<file path="config.mk">
export PLATFORM = sky130hd
export DESIGN_NAME = circular_position_list
export DESIGN_NICKNAME = d
export VERILOG_FILES = /design/src/sv/cpl_pkg.sv /design/src/sv/cpl_ram.sv /design/src/sv/cpl_mod.sv /design/src/sv/circular_position_list.sv
export SDC_FILE = /design/constraint.sdc
export NUM_CORES = 1
export LEC_CHECK = 0
export BUFFER_PORTS_ARGS = -buffer_cell sky130_fd_sc_hd__buf_2
export CAP_MARGIN = 20
export CORE_MARGIN = 2
export CORE_UTILIZATION = 35
export CTS_CLUSTER_SIZE = 8
export DETAILED_ROUTE_END_ITERATION = 10
export PLACE_DENSITY = 0.52
export RECOVER_POWER = 100
export SYNTH_ARGS = -nofsm -noshare
export SYNTH_HDL_FRONTEND = slang
export SYNTH_SLANG_ARGS = --single-unit
</file>
<file path="constraint.sdc">
create_clock -name clk -period 3.53 [get_ports clk]
set_input_delay 0.353 -clock clk [delete_from_list [all_inputs] [get_ports clk]]
set_output_delay 0.353 -clock clk [all_outputs]
set_load 0.01 [all_outputs]
</file>
<file path="src/sv/cpl_pkg.sv">
package cpl_pkg;

  localparam int POS_W       = 16;
  localparam int VAL_W       = 8;
  localparam int NSIDE_W     = 7;
  localparam int OPC_W       = 2;
  localparam int ST_W        = 2;
  localparam int CNT_OUT_W   = 7;
  localparam int IN_TDATA_W  = 32;
  localparam int OUT_TDATA_W = 24;

  typedef enum logic [OPC_W-1:0] {
    OP_INSERT  = 2'd0,
    OP_DELETE  = 2'd1,
    OP_POLYGON = 2'd2,
    OP_DUMP    = 2'd3
  } opcode_t;

  typedef enum logic [ST_W-1:0] {
    ST_OK    = 2'd0,
    ST_EMPTY = 2'd1,
    ST_FULL  = 2'd2
  } status_t;

  typedef enum logic [3:0] {
    S_IDLE,
    S_INS_START,
    S_INS_DIV,
    S_INS_CHK,
    S_INS_MOV,
    S_DEL_START,
    S_DEL_DIV,
    S_DEL_CHK,
    S_DEL_MOV,
    S_DUMP_RD,
    S_DUMP_LD,
    S_FINISH
  } state_t;

endpackage

</file>
<file path="src/sv/cpl_ram.sv">
module cpl_ram #(
  parameter int WIDTH = 8,
  parameter int DEPTH = 64
) (
  input  logic                     clk,
  input  logic                     we,
  input  logic [$clog2(DEPTH)-1:0] waddr,
  input  logic [WIDTH-1:0]         wdata,
  input  logic [$clog2(DEPTH)-1:0] raddr,
  output logic [WIDTH-1:0]         rdata
);

  logic [WIDTH-1:0] mem [DEPTH];

  always_ff @(posedge clk) begin
    if (we) begin
      mem[waddr] <= wdata;
    end
    rdata <= mem[raddr];
  end

endmodule

</file>
<file path="src/sv/cpl_mod.sv">
module cpl_mod #(
  parameter int RW = 6
) (
  input  logic                     clk,
  input  logic                     rst,
  input  logic                     start,
  input  logic [cpl_pkg::POS_W-1:0] dividend,
  input  logic [RW:0]              divisor,
  output logic                     done,
  output logic [RW-1:0]            remainder
);
  import cpl_pkg::*;

  // Restoring remainder, one dividend bit per cycle.
  localparam int SW = $clog2(POS_W + 1);

  logic              busy;
  logic [SW-1:0]     step;
  logic [POS_W-1:0]  shreg;
  logic [RW:0]       dvs;
  logic [RW:0]       trial;
  logic [RW-1:0]     rem_next;

  assign trial    = {remainder, shreg[POS_W-1]};
  assign rem_next = (trial >= dvs) ? RW'(trial - dvs) : RW'(trial);

  always_ff @(posedge clk) begin
    if (rst) begin
      busy <= 1'b0;
      done <= 1'b0;
    end else begin
      done <= 1'b0;
      if (start && !busy) begin
        busy      <= 1'b1;
        step      <= SW'(POS_W);
        shreg     <= dividend;
        remainder <= '0;
        dvs       <= divisor;
      end else if (busy) begin
        remainder <= rem_next;
        shreg     <= {shreg[POS_W-2:0], 1'b0};
        step      <= step - SW'(1);
        if (step == SW'(1)) begin
          busy <= 1'b0;
          done <= 1'b1;
        end
      end
    end
  end

endmodule

</file>
<file path="src/sv/circular_position_list.sv">
// Circular position list: an ordered list of up to DEPTH eight-bit vertex values
// kept in list order in a single-port-read entry memory, plus an entry count.
// Each input transaction carries an opcode in s_tuser: insert places the value
// directly after the entry at position mod count (into an empty list it becomes
// the only entry), delete removes the entry at position mod count, add polygon
// runs polygon_size-2 inserts of the value 1 at the same position, and dump
// returns every entry in order, one output transaction each, with tlast on the
// final one. Other opcodes and an empty dump return exactly one transaction with
// tlast set, carrying the status (ok, empty, or full with the insert dropped)
// and the count after the operation. Timing: one item is processed at a time
// and s_tready is low while it runs. An insert into a non-empty, non-full list
// and a delete both first reduce the position by the count in the shared
// bit-serial remainder unit, one step per position bit, and then move each
// entry that has to move through the entry memory's registered read port, a
// read state followed by a write state. A dump likewise reads each entry and
// then loads it into the output register, and waits there while the output is
// stalled. The entry memory needs no clearing after reset, since only entries
// below the count are ever read. An output transaction is held in a register,
// so the next input transaction can be taken while it waits.
module circular_position_list #(
  parameter int DEPTH = 64
) (
  input  logic                               clk,
  input  logic                               rst,
  input  logic                               s_tvalid,
  output logic                               s_tready,
  // [15:0] position, [23:16] value, [30:24] polygon_size, [31] zero
  input  logic [cpl_pkg::IN_TDATA_W-1:0]     s_tdata,
  // [1:0] opcode
  input  logic [cpl_pkg::OPC_W-1:0]          s_tuser,
  output logic                               m_tvalid,
  input  logic                               m_tready,
  // [1:0] status, [8:2] count, [16:9] entry_value, [23:17] zero
  output logic [cpl_pkg::OUT_TDATA_W-1:0]    m_tdata,
  output logic                               m_tlast
);
  import cpl_pkg::*;

  // Address width, count width and a width that holds DEPTH plus one step.
  localparam int AW = $clog2(DEPTH);
  localparam int CW = $clog2(DEPTH + 1);
  localparam int XW = AW + 1;

  state_t state, state_next;

  // Item registers and the list count.
  logic [CW-1:0]      cnt;
  logic [AW-1:0]      idx;
  logic [AW-1:0]      p;
  logic [POS_W-1:0]   pos;
  logic [VAL_W-1:0]   ins_val;
  logic [NSIDE_W-1:0] left;
  status_t            st;

  // Output register.
  status_t              out_status;
  logic [CNT_OUT_W-1:0] out_count;
  logic [VAL_W-1:0]     out_val;

  // Memory and remainder unit hookup.
  logic             ram_we;
  logic [AW-1:0]    ram_waddr;
  logic [VAL_W-1:0] ram_wdata;
  logic [AW-1:0]    ram_raddr;
  logic [VAL_W-1:0] ram_rdata;
  logic             div_start;
  logic             div_done;
  logic [AW-1:0]    div_rem;
  logic             out_load;

  opcode_t            in_op;
  logic [POS_W-1:0]   in_pos;
  logic [VAL_W-1:0]   in_val;
  logic [NSIDE_W-1:0] in_nside;

  logic out_free;
  logic list_full;
  logic list_empty;
  logic ins_more;
  logic del_more;
  logic dump_last;

  assign in_op    = opcode_t'(s_tuser);
  assign in_pos   = s_tdata[POS_W-1:0];
  assign in_val   = s_tdata[POS_W+VAL_W-1:POS_W];
  assign in_nside = s_tdata[POS_W+VAL_W+NSIDE_W-1:POS_W+VAL_W];

  assign s_tready = (state == S_IDLE);
  assign out_free = !m_tvalid || m_tready;

  assign list_full  = XW'(cnt) >= XW'(DEPTH);
  assign list_empty = (cnt == '0);
  // Insert shifts entries up from the tail until the slot after p is open.
  assign ins_more   = XW'(idx) > (XW'(p) + XW'(1));
  // Delete pulls entries down from just after p to the tail.
  assign del_more   = (XW'(idx) + XW'(1)) < XW'(cnt);
  assign dump_last  = (XW'(idx) + XW'(1)) == XW'(cnt);

  assign m_tdata = {{(OUT_TDATA_W - ST_W - CNT_OUT_W - VAL_W){1'b0}},
                    out_val, out_count, out_status};

  cpl_ram #(
    .WIDTH (VAL_W),
    .DEPTH (DEPTH)
  ) u_entries (
    .clk   (clk),
    .we    (ram_we),
    .waddr (ram_waddr),
    .wdata (ram_wdata),
    .raddr (ram_raddr),
    .rdata (ram_rdata)
  );

  cpl_mod #(
    .RW (AW)
  ) u_mod (
    .clk       (clk),
    .rst       (rst),
    .start     (div_start),
    .dividend  (pos),
    .divisor   (XW'(cnt)),
    .done      (div_done),
    .remainder (div_rem)
  );

  // Next state.
  always_comb begin
    state_next = state;
    unique case (state)
      S_IDLE: begin
        if (s_tvalid) begin
          unique case (in_op)
            OP_INSERT:  state_next = S_INS_START;
            OP_DELETE:  state_next = list_empty ? S_FINISH : S_DEL_START;
            OP_POLYGON: state_next = (in_nside >= NSIDE_W'(3)) ? S_INS_START : S_FINISH;
            OP_DUMP:    state_next = list_empty ? S_FINISH : S_DUMP_RD;
          endcase
        end
      end
      S_INS_START: begin
        if (left == '0) begin
          state_next = S_FINISH;
        end else if (!list_full && !list_empty) begin
          state_next = S_INS_DIV;
        end
      end
      S_INS_DIV:   if (div_done) state_next = S_INS_CHK;
      S_INS_CHK:   state_next = ins_more ? S_INS_MOV : S_INS_START;
      S_INS_MOV:   state_next = S_INS_CHK;
      S_DEL_START: state_next = S_DEL_DIV;
      S_DEL_DIV:   if (div_done) state_next = S_DEL_CHK;
      S_DEL_CHK:   state_next = del_more ? S_DEL_MOV : S_FINISH;
      S_DEL_MOV:   state_next = S_DEL_CHK;
      S_DUMP_RD:   state_next = S_DUMP_LD;
      S_DUMP_LD: begin
        if (out_free) begin
          state_next = dump_last ? S_IDLE : S_DUMP_RD;
        end
      end
      S_FINISH:    if (out_free) state_next = S_IDLE;
      default:     state_next = S_IDLE;
    endcase
  end

  // Memory, remainder unit and output register controls.
  always_comb begin
    ram_we    = 1'b0;
    ram_waddr = '0;
    ram_wdata = ins_val;
    ram_raddr = '0;
    div_start = 1'b0;
    out_load  = 1'b0;
    unique case (state)
      S_INS_START: begin
        if (left != '0 && !list_full) begin
          if (list_empty) begin
            ram_we = 1'b1;
          end else begin
            div_start = 1'b1;
          end
        end
      end
      S_INS_CHK: begin
        if (ins_more) begin
          ram_raddr = idx - AW'(1);
        end else begin
          ram_we    = 1'b1;
          ram_waddr = p + AW'(1);
        end
      end
      S_INS_MOV, S_DEL_MOV: begin
        ram_we    = 1'b1;
        ram_waddr = idx;
        ram_wdata = ram_rdata;
      end
      S_DEL_START: div_start = 1'b1;
      S_DEL_CHK:   ram_raddr = idx + AW'(1);
      S_DUMP_RD:   ram_raddr = idx;
      S_DUMP_LD: begin
        ram_raddr = idx;
        out_load  = out_free;
      end
      S_FINISH:    out_load = out_free;
      default: begin
      end
    endcase
  end

  // Control registers.
  always_ff @(posedge clk) begin
    if (rst) begin
      state    <= S_IDLE;
      cnt      <= '0;
      m_tvalid <= 1'b0;
    end else begin
      state <= state_next;
      if (m_tvalid && m_tready) begin
        m_tvalid <= 1'b0;
      end
      if (out_load) begin
        m_tvalid <= 1'b1;
      end
      unique case (state)
        S_INS_START: begin
          if (left != '0 && !list_full && list_empty) begin
            cnt <= CW'(1);
          end
        end
        S_INS_CHK: if (!ins_more) cnt <= cnt + CW'(1);
        S_DEL_CHK: if (!del_more) cnt <= cnt - CW'(1);
        default: begin
        end
      endcase
    end
  end

  // Item and output payload registers.
  always_ff @(posedge clk) begin
    unique case (state)
      S_IDLE: begin
        if (s_tvalid) begin
          pos     <= in_pos;
          ins_val <= in_val;
          idx     <= '0;
          st      <= ST_OK;
          if (list_empty && (in_op == OP_DELETE || in_op == OP_DUMP)) begin
            st <= ST_EMPTY;
          end
          if (in_op == OP_INSERT) begin
            left <= NSIDE_W'(1);
          end else if (in_nside >= NSIDE_W'(3)) begin
            left <= in_nside - NSIDE_W'(2);
          end else begin
            left <= '0;
          end
          if (in_op == OP_POLYGON) begin
            ins_val <= VAL_W'(1);
          end
        end
      end
      S_INS_START: begin
        if (left != '0) begin
          if (list_full) begin
            st   <= ST_FULL;
            left <= left - NSIDE_W'(1);
          end else if (list_empty) begin
            left <= left - NSIDE_W'(1);
          end
        end
      end
      S_INS_DIV: begin
        if (div_done) begin
          p   <= div_rem;
          idx <= AW'(cnt);
        end
      end
      S_INS_CHK: if (!ins_more) left <= left - NSIDE_W'(1);
      S_INS_MOV: idx <= idx - AW'(1);
      S_DEL_DIV: if (div_done) idx <= div_rem;
      S_DEL_MOV: idx <= idx + AW'(1);
      S_DUMP_LD: begin
        if (out_free) begin
          out_status <= ST_OK;
          out_count  <= CNT_OUT_W'(cnt);
          out_val    <= ram_rdata;
          m_tlast    <= dump_last;
          idx        <= idx + AW'(1);
        end
      end
      S_FINISH: begin
        if (out_free) begin
          out_status <= st;
          out_count  <= CNT_OUT_W'(cnt);
          out_val    <= '0;
          m_tlast    <= 1'b1;
        end
      end
      default: begin
      end
    endcase
  end

endmodule

</file>
==> qor.csv, run 1 <==
metric,value,unit
regArea,18700,um^2
detail_route.vias_per_cell,5.28,
synthTopCellsByArea,"edfxtp_1 67%, mux2i_1 4.8%, nand2_1 4.4%",
synth_edf_count,609,
cts_tree,done,
p_clk_share,30.3,%
gp_congestion,0.876,
worst_setup_path_end_kind,flop,
numPortBuffers,56,
coreArea,77300,um^2
cts_buffer_depth,3,
drc,0,
hold_ws,0.0475,ns
synth_area_leader_cell,edfxtp_1,
combPwrFrac,31.2,%
crit_type,reg -> reg,
maxCapViolations,0,
num_vias,18600,
r2r-start,p[0]$_DFFE_PP_,
cts_made_buffers,89,
hold_class,in -> reg,
synthArstFlopShare,0,%
hpwl,51.8,mm
die-area,80300,um^2
synth_area_per_cell,13.5,um^2
instances_no_fill,3528,
grt_antenna_before_repair,1,
hold_depth,2,
setup_viol,33,
ys_ff_latch,631,
setup_tns,-3.22,ns
htree_levels,3,
min_to,ins_val[4]$_SDFFCE_PN0P_,
finalWorstSetupSlack,-0.244,ns
violations,setup timing,
fin_worst_skew,0.0322,ns
leakagePower,12.7,nW
min_from,s_tdata[20],
tightest_slew,1.05,ns
area_growth,27.6,%
drive_gt1_share,25.2,%
ant_nets,0,
maxSlewHeadroom,29.8,%
drt-initial-drc-count,1779,
dp_cells,3324,
grt_max_degree,65,
crit_arrival,4.28,ns
yosysTopAreaCellShare,66.9,%
io-pin-count,65,
grt_overflow_total,0,
sw_frac_of_total,32.2,%
seqPwrFrac,38.5,%
ir_drop,407,uV
final_core_util,45.1,%
synth.distinct_cells,75,
synthFlopType,edfxtp_1,
clock_sinks,631,
ys_seq_area_share,68.6,%
post-route-period-util,107,%
grt_pass1_vias,18900,
p_switching,8.35,mW
insertedDiodeCount,0,
rsz0062_at_grt,yes,
pwr_density_cell,744,nW/um^2
grt_pass1_wl,119,mm
multi_input_area,8350,um^2
crit_fanout,7,
nNetsFinal,2512,
reg2reg_slack,-0.24,ns
ys.warnings.count,0,
rr_endpoint,u_entries.rdata[5]$_DFF_P_,
netlist_instances,2026,
std_cell_rows,102,
track_usage,19.5,%
min_period,3.77,ns
crit_path_start_kind,flop,
clkTransAtPathRegs,0.05,ns
hold_viol,0,
clock_latency,0.64,ns
p_int,17.6,mW
wl,79.2,mm
die_h,283,um
fmax,265,MHz
rr_worst_depth,16,
first_pass_iters,5,
syn-cell-area,27300,um^2
fill_cells,7014,
drv_slew,0,
status,"complete, but fails checks",
cts_root_buffer,clkbuf_16,
initial_core_util,35.3,%
die_x,283,um
cp.required,4.04,ns
wl_per_cell,22.4,um
how the worst max path moves through the flow:
| stage | start | end | slack [ns] |
|---|---|---|---|
| detailed placement | p[0]$_DFFE_PP_ | u_entries.rdata[0]$_DFF_P_ | -0.66 |
| floorplan | p[0]$_DFFE_PP_ | u_entries.mem[24][0]$_DFFE_PP_ | -0.1 |
| finish | p[0]$_DFFE_PP_ | u_entries.rdata[5]$_DFF_P_ | -0.24 |
| global placement | p[0]$_DFFE_PP_ | u_entries.rdata[0]$_DFF_P_ | -0.52 |
| global route | p[1]$_DFFE_PP_ | u_entries.rdata[5]$_DFF_P_ | -0.35 |
| CTS | p[1]$_DFFE_PP_ | u_entries.rdata[5]$_DFF_P_ | -0.21 |
critical path: stages (launching register included):
cell	delay [ns]
edfxtp_1	0.44
ha_4	0.21
xnor2_1	0.15
ha_1	0.35
nand3b_1	0.17
a21oi_4	0.24
o211ai_1	0.19
buf_4	0.18
a22o_4	0.30
buf_12	0.16
buf_16	0.15
buf_6	0.13
nand2_2	0.06
nand3_2	0.09
a311oi_2	0.26
nor3_2	0.10
or4b_1	0.46
power groups by stage:
stage	clock [mW]	combinational [mW]	sequential (mW)
4_1_cts	8.01	7.95	10.0
2_1_floorplan	0	3.98	9.98
6_report	7.86	8.09	10.0
3_3_place_gp	0	7.23	10.1
3_5_place_dp	0	7.31	10.1
5_1_grt	8.32	8.67	10.0
per-layer routing:
| metal | part of all wire (%) | GRT usage [%] | vias up | wire length, um |
|---|---|---|---|---|
| met5 | 0 | 0 | - | 0 |
| met4 | 3.2 | 6.30 | 0 | 2530 |
| met3 | 6.2 | 3.42 | 157 | 4930 |
| met2 | 48 | 32.3 | 642 | 38100 |
| met1 | 42 | 26.1 | 9344 | 33600 |
| li1 | - | - | 8474 | - |
cells in the mapped netlist (18+ instances only):
library cell	n
a21oi_1	34
xnor2_1	20
nand2_1	320
inv_1	35
mux2i_1	130
and3_1	37
buf_2	43
mux2_2	36
nor3_1	18
a31oi_1	26
dfxtp_1	22
clkbuf_1	34
buf_4	22
and2_1	21
ha_1	34
a211oi_1	35
nand3_1	103
o21ai_0	35
edfxtp_1	609
nand4_1	23
a311oi_1	34
nor2_1	145
final cells by class:
type | instances | area share (%)
inverter | 38 | 0.409
sequential | 631 | 53.7
clock buffer | 137 | 7.12
multi-input combinational | 1245 | 23.9
clock inverter | 4 | 0.212
timing repair buffer | 433 | 10.9
tap | 1040 | 3.73
stage by stage:
| step | power, mW | setup slack [ns] | cell area [um^2] |
|---|---|---|---|
| finish | 26.0 | -0.244 | 34900 |
| global route | 27.0 | -0.348 | 34900 |
| CTS | 26.0 | -0.214 | 34600 |
| detailed placement | 17.5 | -0.656 | 31100 |
| global placement | 17.4 | -0.522 | 31100 |
| floorplan | 14.0 | -0.0980 | 27400 |
cells by family after synthesis:
family / count (synthesis) / share of synthesized area (%)
simple gates: 711 / 11.7
flops: 631 / 68.6
compound gates: 292 / 7.78
mux: 166 / 6.25
buf+inv: 157 / 3.01
fa+ha+maj: 36 / 1.70
xor+xnor: 32 / 1.03
other cells: 1 / 0.0137
flip-flops by register name, indices dropped and copies added (netlist names), 5 cells and up:
| name | flops |
|---|---|
| u_mod.shreg | 16 |
| u_mod.step | 5 |
| u_mod.dvs | 7 |
| u_entries.mem | 512 |
| left | 7 |
| u_entries.rdata | 8 |
| out_val | 8 |
| ins_val | 8 |
| u_mod.remainder | 6 |
| p | 6 |
| idx | 6 |
| cnt | 7 |
| pos | 16 |
| out_count | 7 |
layout by cell type (no fill, tap or decap), types with 8 or more instances in the layout:
cell type        n
a211oi_1        24
a211oi_2         9
a21o_1          13
a21oi_1         32
a311oi_1        25
a311oi_2         8
a31oi_1         23
a32oi_1         17
and2_0          12
and3_1          36
buf_12          36
buf_2           36
buf_4          258
buf_6           32
clkbuf_1        76
clkbuf_16       92
dfxtp_1         22
dlygate4sd3_1   23
edfxtp_1       609
ha_1            33
inv_1           35
mux2_2          36
mux2i_1        124
nand2_1        314
nand3_1         97
nand4_1         23
nor2_1         120
nor2_2          22
nor2b_1          8
nor3_1          16
o211ai_1         9
o21ai_0         26
o221ai_1         8
o22ai_1         12
xnor2_1         20
xor2_1           9
what timing repair did:
item | 4_1_cts | 5_1_grt
pin swaps | 36 | 6
resized for setup | 83 | 81
hold buffers | 23 | 0
endpoints found under the setup margin | 519 | 520
buffers inserted | 26 | 8
gates cloned | 5 | 0
hold endpoints to repair | 23 | 0
Power figures use the tool's default switching activity.
==> run 2, diff against run 1 <==
--- a/config.mk
+++ b/config.mk
@@ -5,6 +5,7 @@
 export SDC_FILE = /design/constraint.sdc
 export NUM_CORES = 1
 export LEC_CHECK = 0
+export ABC_AREA = 1
 export BUFFER_PORTS_ARGS = -buffer_cell sky130_fd_sc_hd__buf_2
 export CAP_MARGIN = 20
 export CORE_MARGIN = 2
==> qor.csv, run 2 <==
metric,value,unit,change
clock_sinks,631,,unchanged
grt_pass1_vias,19100,,+1.3%
synth_most_common_cell,nand3_1,,
drc,0,,unchanged
cts_tree,done,,
reg2reg_slack,0.20,ns,+0.45 ns
instances_no_fill,3712,,+5.2%
ir_drop,483,uV,+19%
synthFlopType,edfxtp_1,,
leakagePower,12.1,nW,-4.3%
ant_nets,0,,unchanged
synth_common_cells,"655 x nand3_1, 609 x edfxtp_1, 553 x nand2_1, 144 x nor2_1, 120 x inv_1",,
status,completed,,
cts_buffer_depth,3,,unchanged
ys_ff_latch,631,,unchanged
dp_cells,3562,,+7.2%
regMostFlops,u_entries.mem,,
crit_path_start_kind,flop,,
track_usage,18.0,%,-1.5 points
worst_setup_path_end_kind,flop,,
maxSlewHeadroom,5.95,%,-24 points
power,25.2,mW,-2.7%
drv_slew,0,,unchanged
tightest_slew,1.41,ns,+0.357 ns
setup_tns,0,ns,+3.22 ns
setup_viol,0,,-100%
synth_area_leader_cell,edfxtp_1,,
grt_antenna_before_repair,1,,unchanged
ys_seq_area_share,68.2,%,-0.31 points
cp.required,4.10,ns,+0.06 ns
crit_fanout,6,,-1
grt_overflow_total,0,,unchanged
synthTopCellsByArea,"edfxtp_1 67%, nand3_1 12%, nand2_1 7.6%",,
die_x,284,um,+0.22%
synth_edf_count,609,,unchanged
first_pass_iters,7,,+2
synthArstFlopShare,0,%,unchanged
maxCapViolations,0,,unchanged
pwr_density_cell,771,nW/um^2,+3.5%
std_cell_rows,102,,unchanged
fin_worst_skew,0.0287,ns,-0.00350 ns
netlist_instances,2453,,+21%
finalWorstSetupSlack,0.203,ns,+0.447 ns
reg_top3,"u_entries.mem x512, pos x16, u_mod.shreg x16",,
die-area,80700,um^2,+0.45%
die_h,284,um,+0.22%
crit_arrival,3.90,ns,-0.38 ns
cts_root_buffer,clkbuf_16,,
io-pin-count,65,,unchanged
synth.distinct_cells,50,,-33%
rr_worst_depth,22,,+6
post-route-period-util,94.3,%,-13 points
insertedDiodeCount,0,,unchanged
clkTransAtPathRegs,0.05,ns,about the same
htree_levels,3,,unchanged
area_growth,19.4,%,
largest_reg_flops,512,,unchanged
drive_gt1_share,12.8,%,-12 points
grt_max_degree,65,,unchanged
grt_pass1_wl,111,mm,-6.5%
hold_class,in -> reg,,
final_core_util,42.2,%,-2.9 points
yosysTopAreaCellShare,66.6,%,-0.30 points
clock_latency,0.63,ns,about the same
drt-initial-drc-count,1592,,-11%
final_common_cell,nand3_1,,
ys.warnings.count,0,,unchanged
fmax,301,MHz,+13%
detail_route.vias_per_cell,5.17,,-2.1%
nNetsFinal,2715,,+8.1%
layout_common_cells,"646 x nand3_1, 609 x edfxtp_1, 536 x nand2_1, 145 x nor2_1, 122 x inv_1",,
hpwl,45.5,mm,-12%
post-place-ws,0.0384,ns,+0.695 ns
hold_viol,0,,unchanged
min_period,3.33,ns,-0.447 ns
cts_made_buffers,89,,unchanged
wl_per_cell,19.9,um,-11%
numPortBuffers,56,,unchanged
synth_area_per_cell,11.2,um^2,-17%
hold_depth,3,,+1
syn-cell-area,27400,um^2,+0.45%
gp_congestion,0.903,,+3.1%
initial_core_util,35.4,%,+0.043 points
coreArea,77600,um^2,+0.33%
crit_type,reg -> reg,,
wl,74.0,mm,-6.6%
num_vias,19200,,+3.1%
==> run 2: cell type report <==
class                      instances  area, um^2
tap                             1040        1300
fill                            7373       44800
timing repair buffer             227        2020
sequential                       631       18700
clock inverter                     6        72.6
multi-input combinational       1563        7740
clock buffer                     116        2400
inverter                         129         489
==> run 2: worst max-delay path, cell delays in order (launching register included) <==
cell,delay (ns)
edfxtp_1,0.35
buf_4,0.13
nand3_1,0.11
nor2_1,0.10
nand2_1,0.08
xor2_2,0.16
ha_1,0.29
and3_1,0.19
nand3_1,0.11
nand2_2,0.11
buf_4,0.13
nand4_4,0.16
nand2_8,0.17
buf_4,0.17
buf_4,0.15
nand2_1,0.06
nand3_1,0.07
nand3_1,0.12
nand3_1,0.17
nand3_2,0.14
nand2_2,0.14
nand2_1,0.08
nand2_1,0.08
==> run 2: cell families after synthesis <==
group,count (synthesis),share of synthesized area [%]
AO/OA/AOI/OAI,105,2.33
adder cells (fa/ha/maj),36,1.70
buffers and inverters,266,4.50
XOR/XNOR,25,0.798
AND/OR/NAND/NOR,1389,22.4
flip-flops,631,68.2
other,1,0.0137
==> run 2: power breakdown <==
| part | switching (mW) | internal (mW) | total, mW |
|---|---|---|---|
| registers | 0.248 | 9.84 | 10.1 |
| clock network | 3.00 | 4.68 | 7.67 |
| logic | 5.30 | 2.17 | 7.47 |
| total | 8.55 | 16.7 | 25.2 |
==> run 2: worst paths after layout <==
path                          start                         end
hold reg to reg   pos[14]$_DFFE_PP_   u_mod.shreg[14]$_DFFE_PP_
setup reg to reg     p[0]$_DFFE_PP_  u_entries.rdata[5]$_DFF_P_
setup / recovery     p[0]$_DFFE_PP_  u_entries.rdata[5]$_DFF_P_
hold / removal          s_tdata[20]    ins_val[4]$_SDFFCE_PN0P_
==> run 2: stage by stage <==
stage	instance area [um^2]	hold slack [ns]
after floorplan	27500	0.422
after global placement	29900	0.494
after detailed placement	29900	0.503
after CTS	32500	0.0215
after global routing	32800	0.0502
final	32800	0.0530
==> run 2: metal layers <==
| layer | vias to the layer above | track usage, % | share of wire (%) |
|---|---|---|---|
| met5 | - | 0 | 0 |
| met4 | 0 | 7.72 | 3.4 |
| met3 | 146 | 3.26 | 6.4 |
| met2 | 642 | 29.7 | 48 |
| met1 | 9354 | 23.3 | 42 |
| li1 | 9043 | - | - |
==> run 2: repair_timing <==
item	4_1_cts	5_1_grt
gates resized for setup	0	39
setup endpoints to repair	0	520
endpoints found under the hold margin	17	0
buffers inserted	0	7
hold buffers	17	0
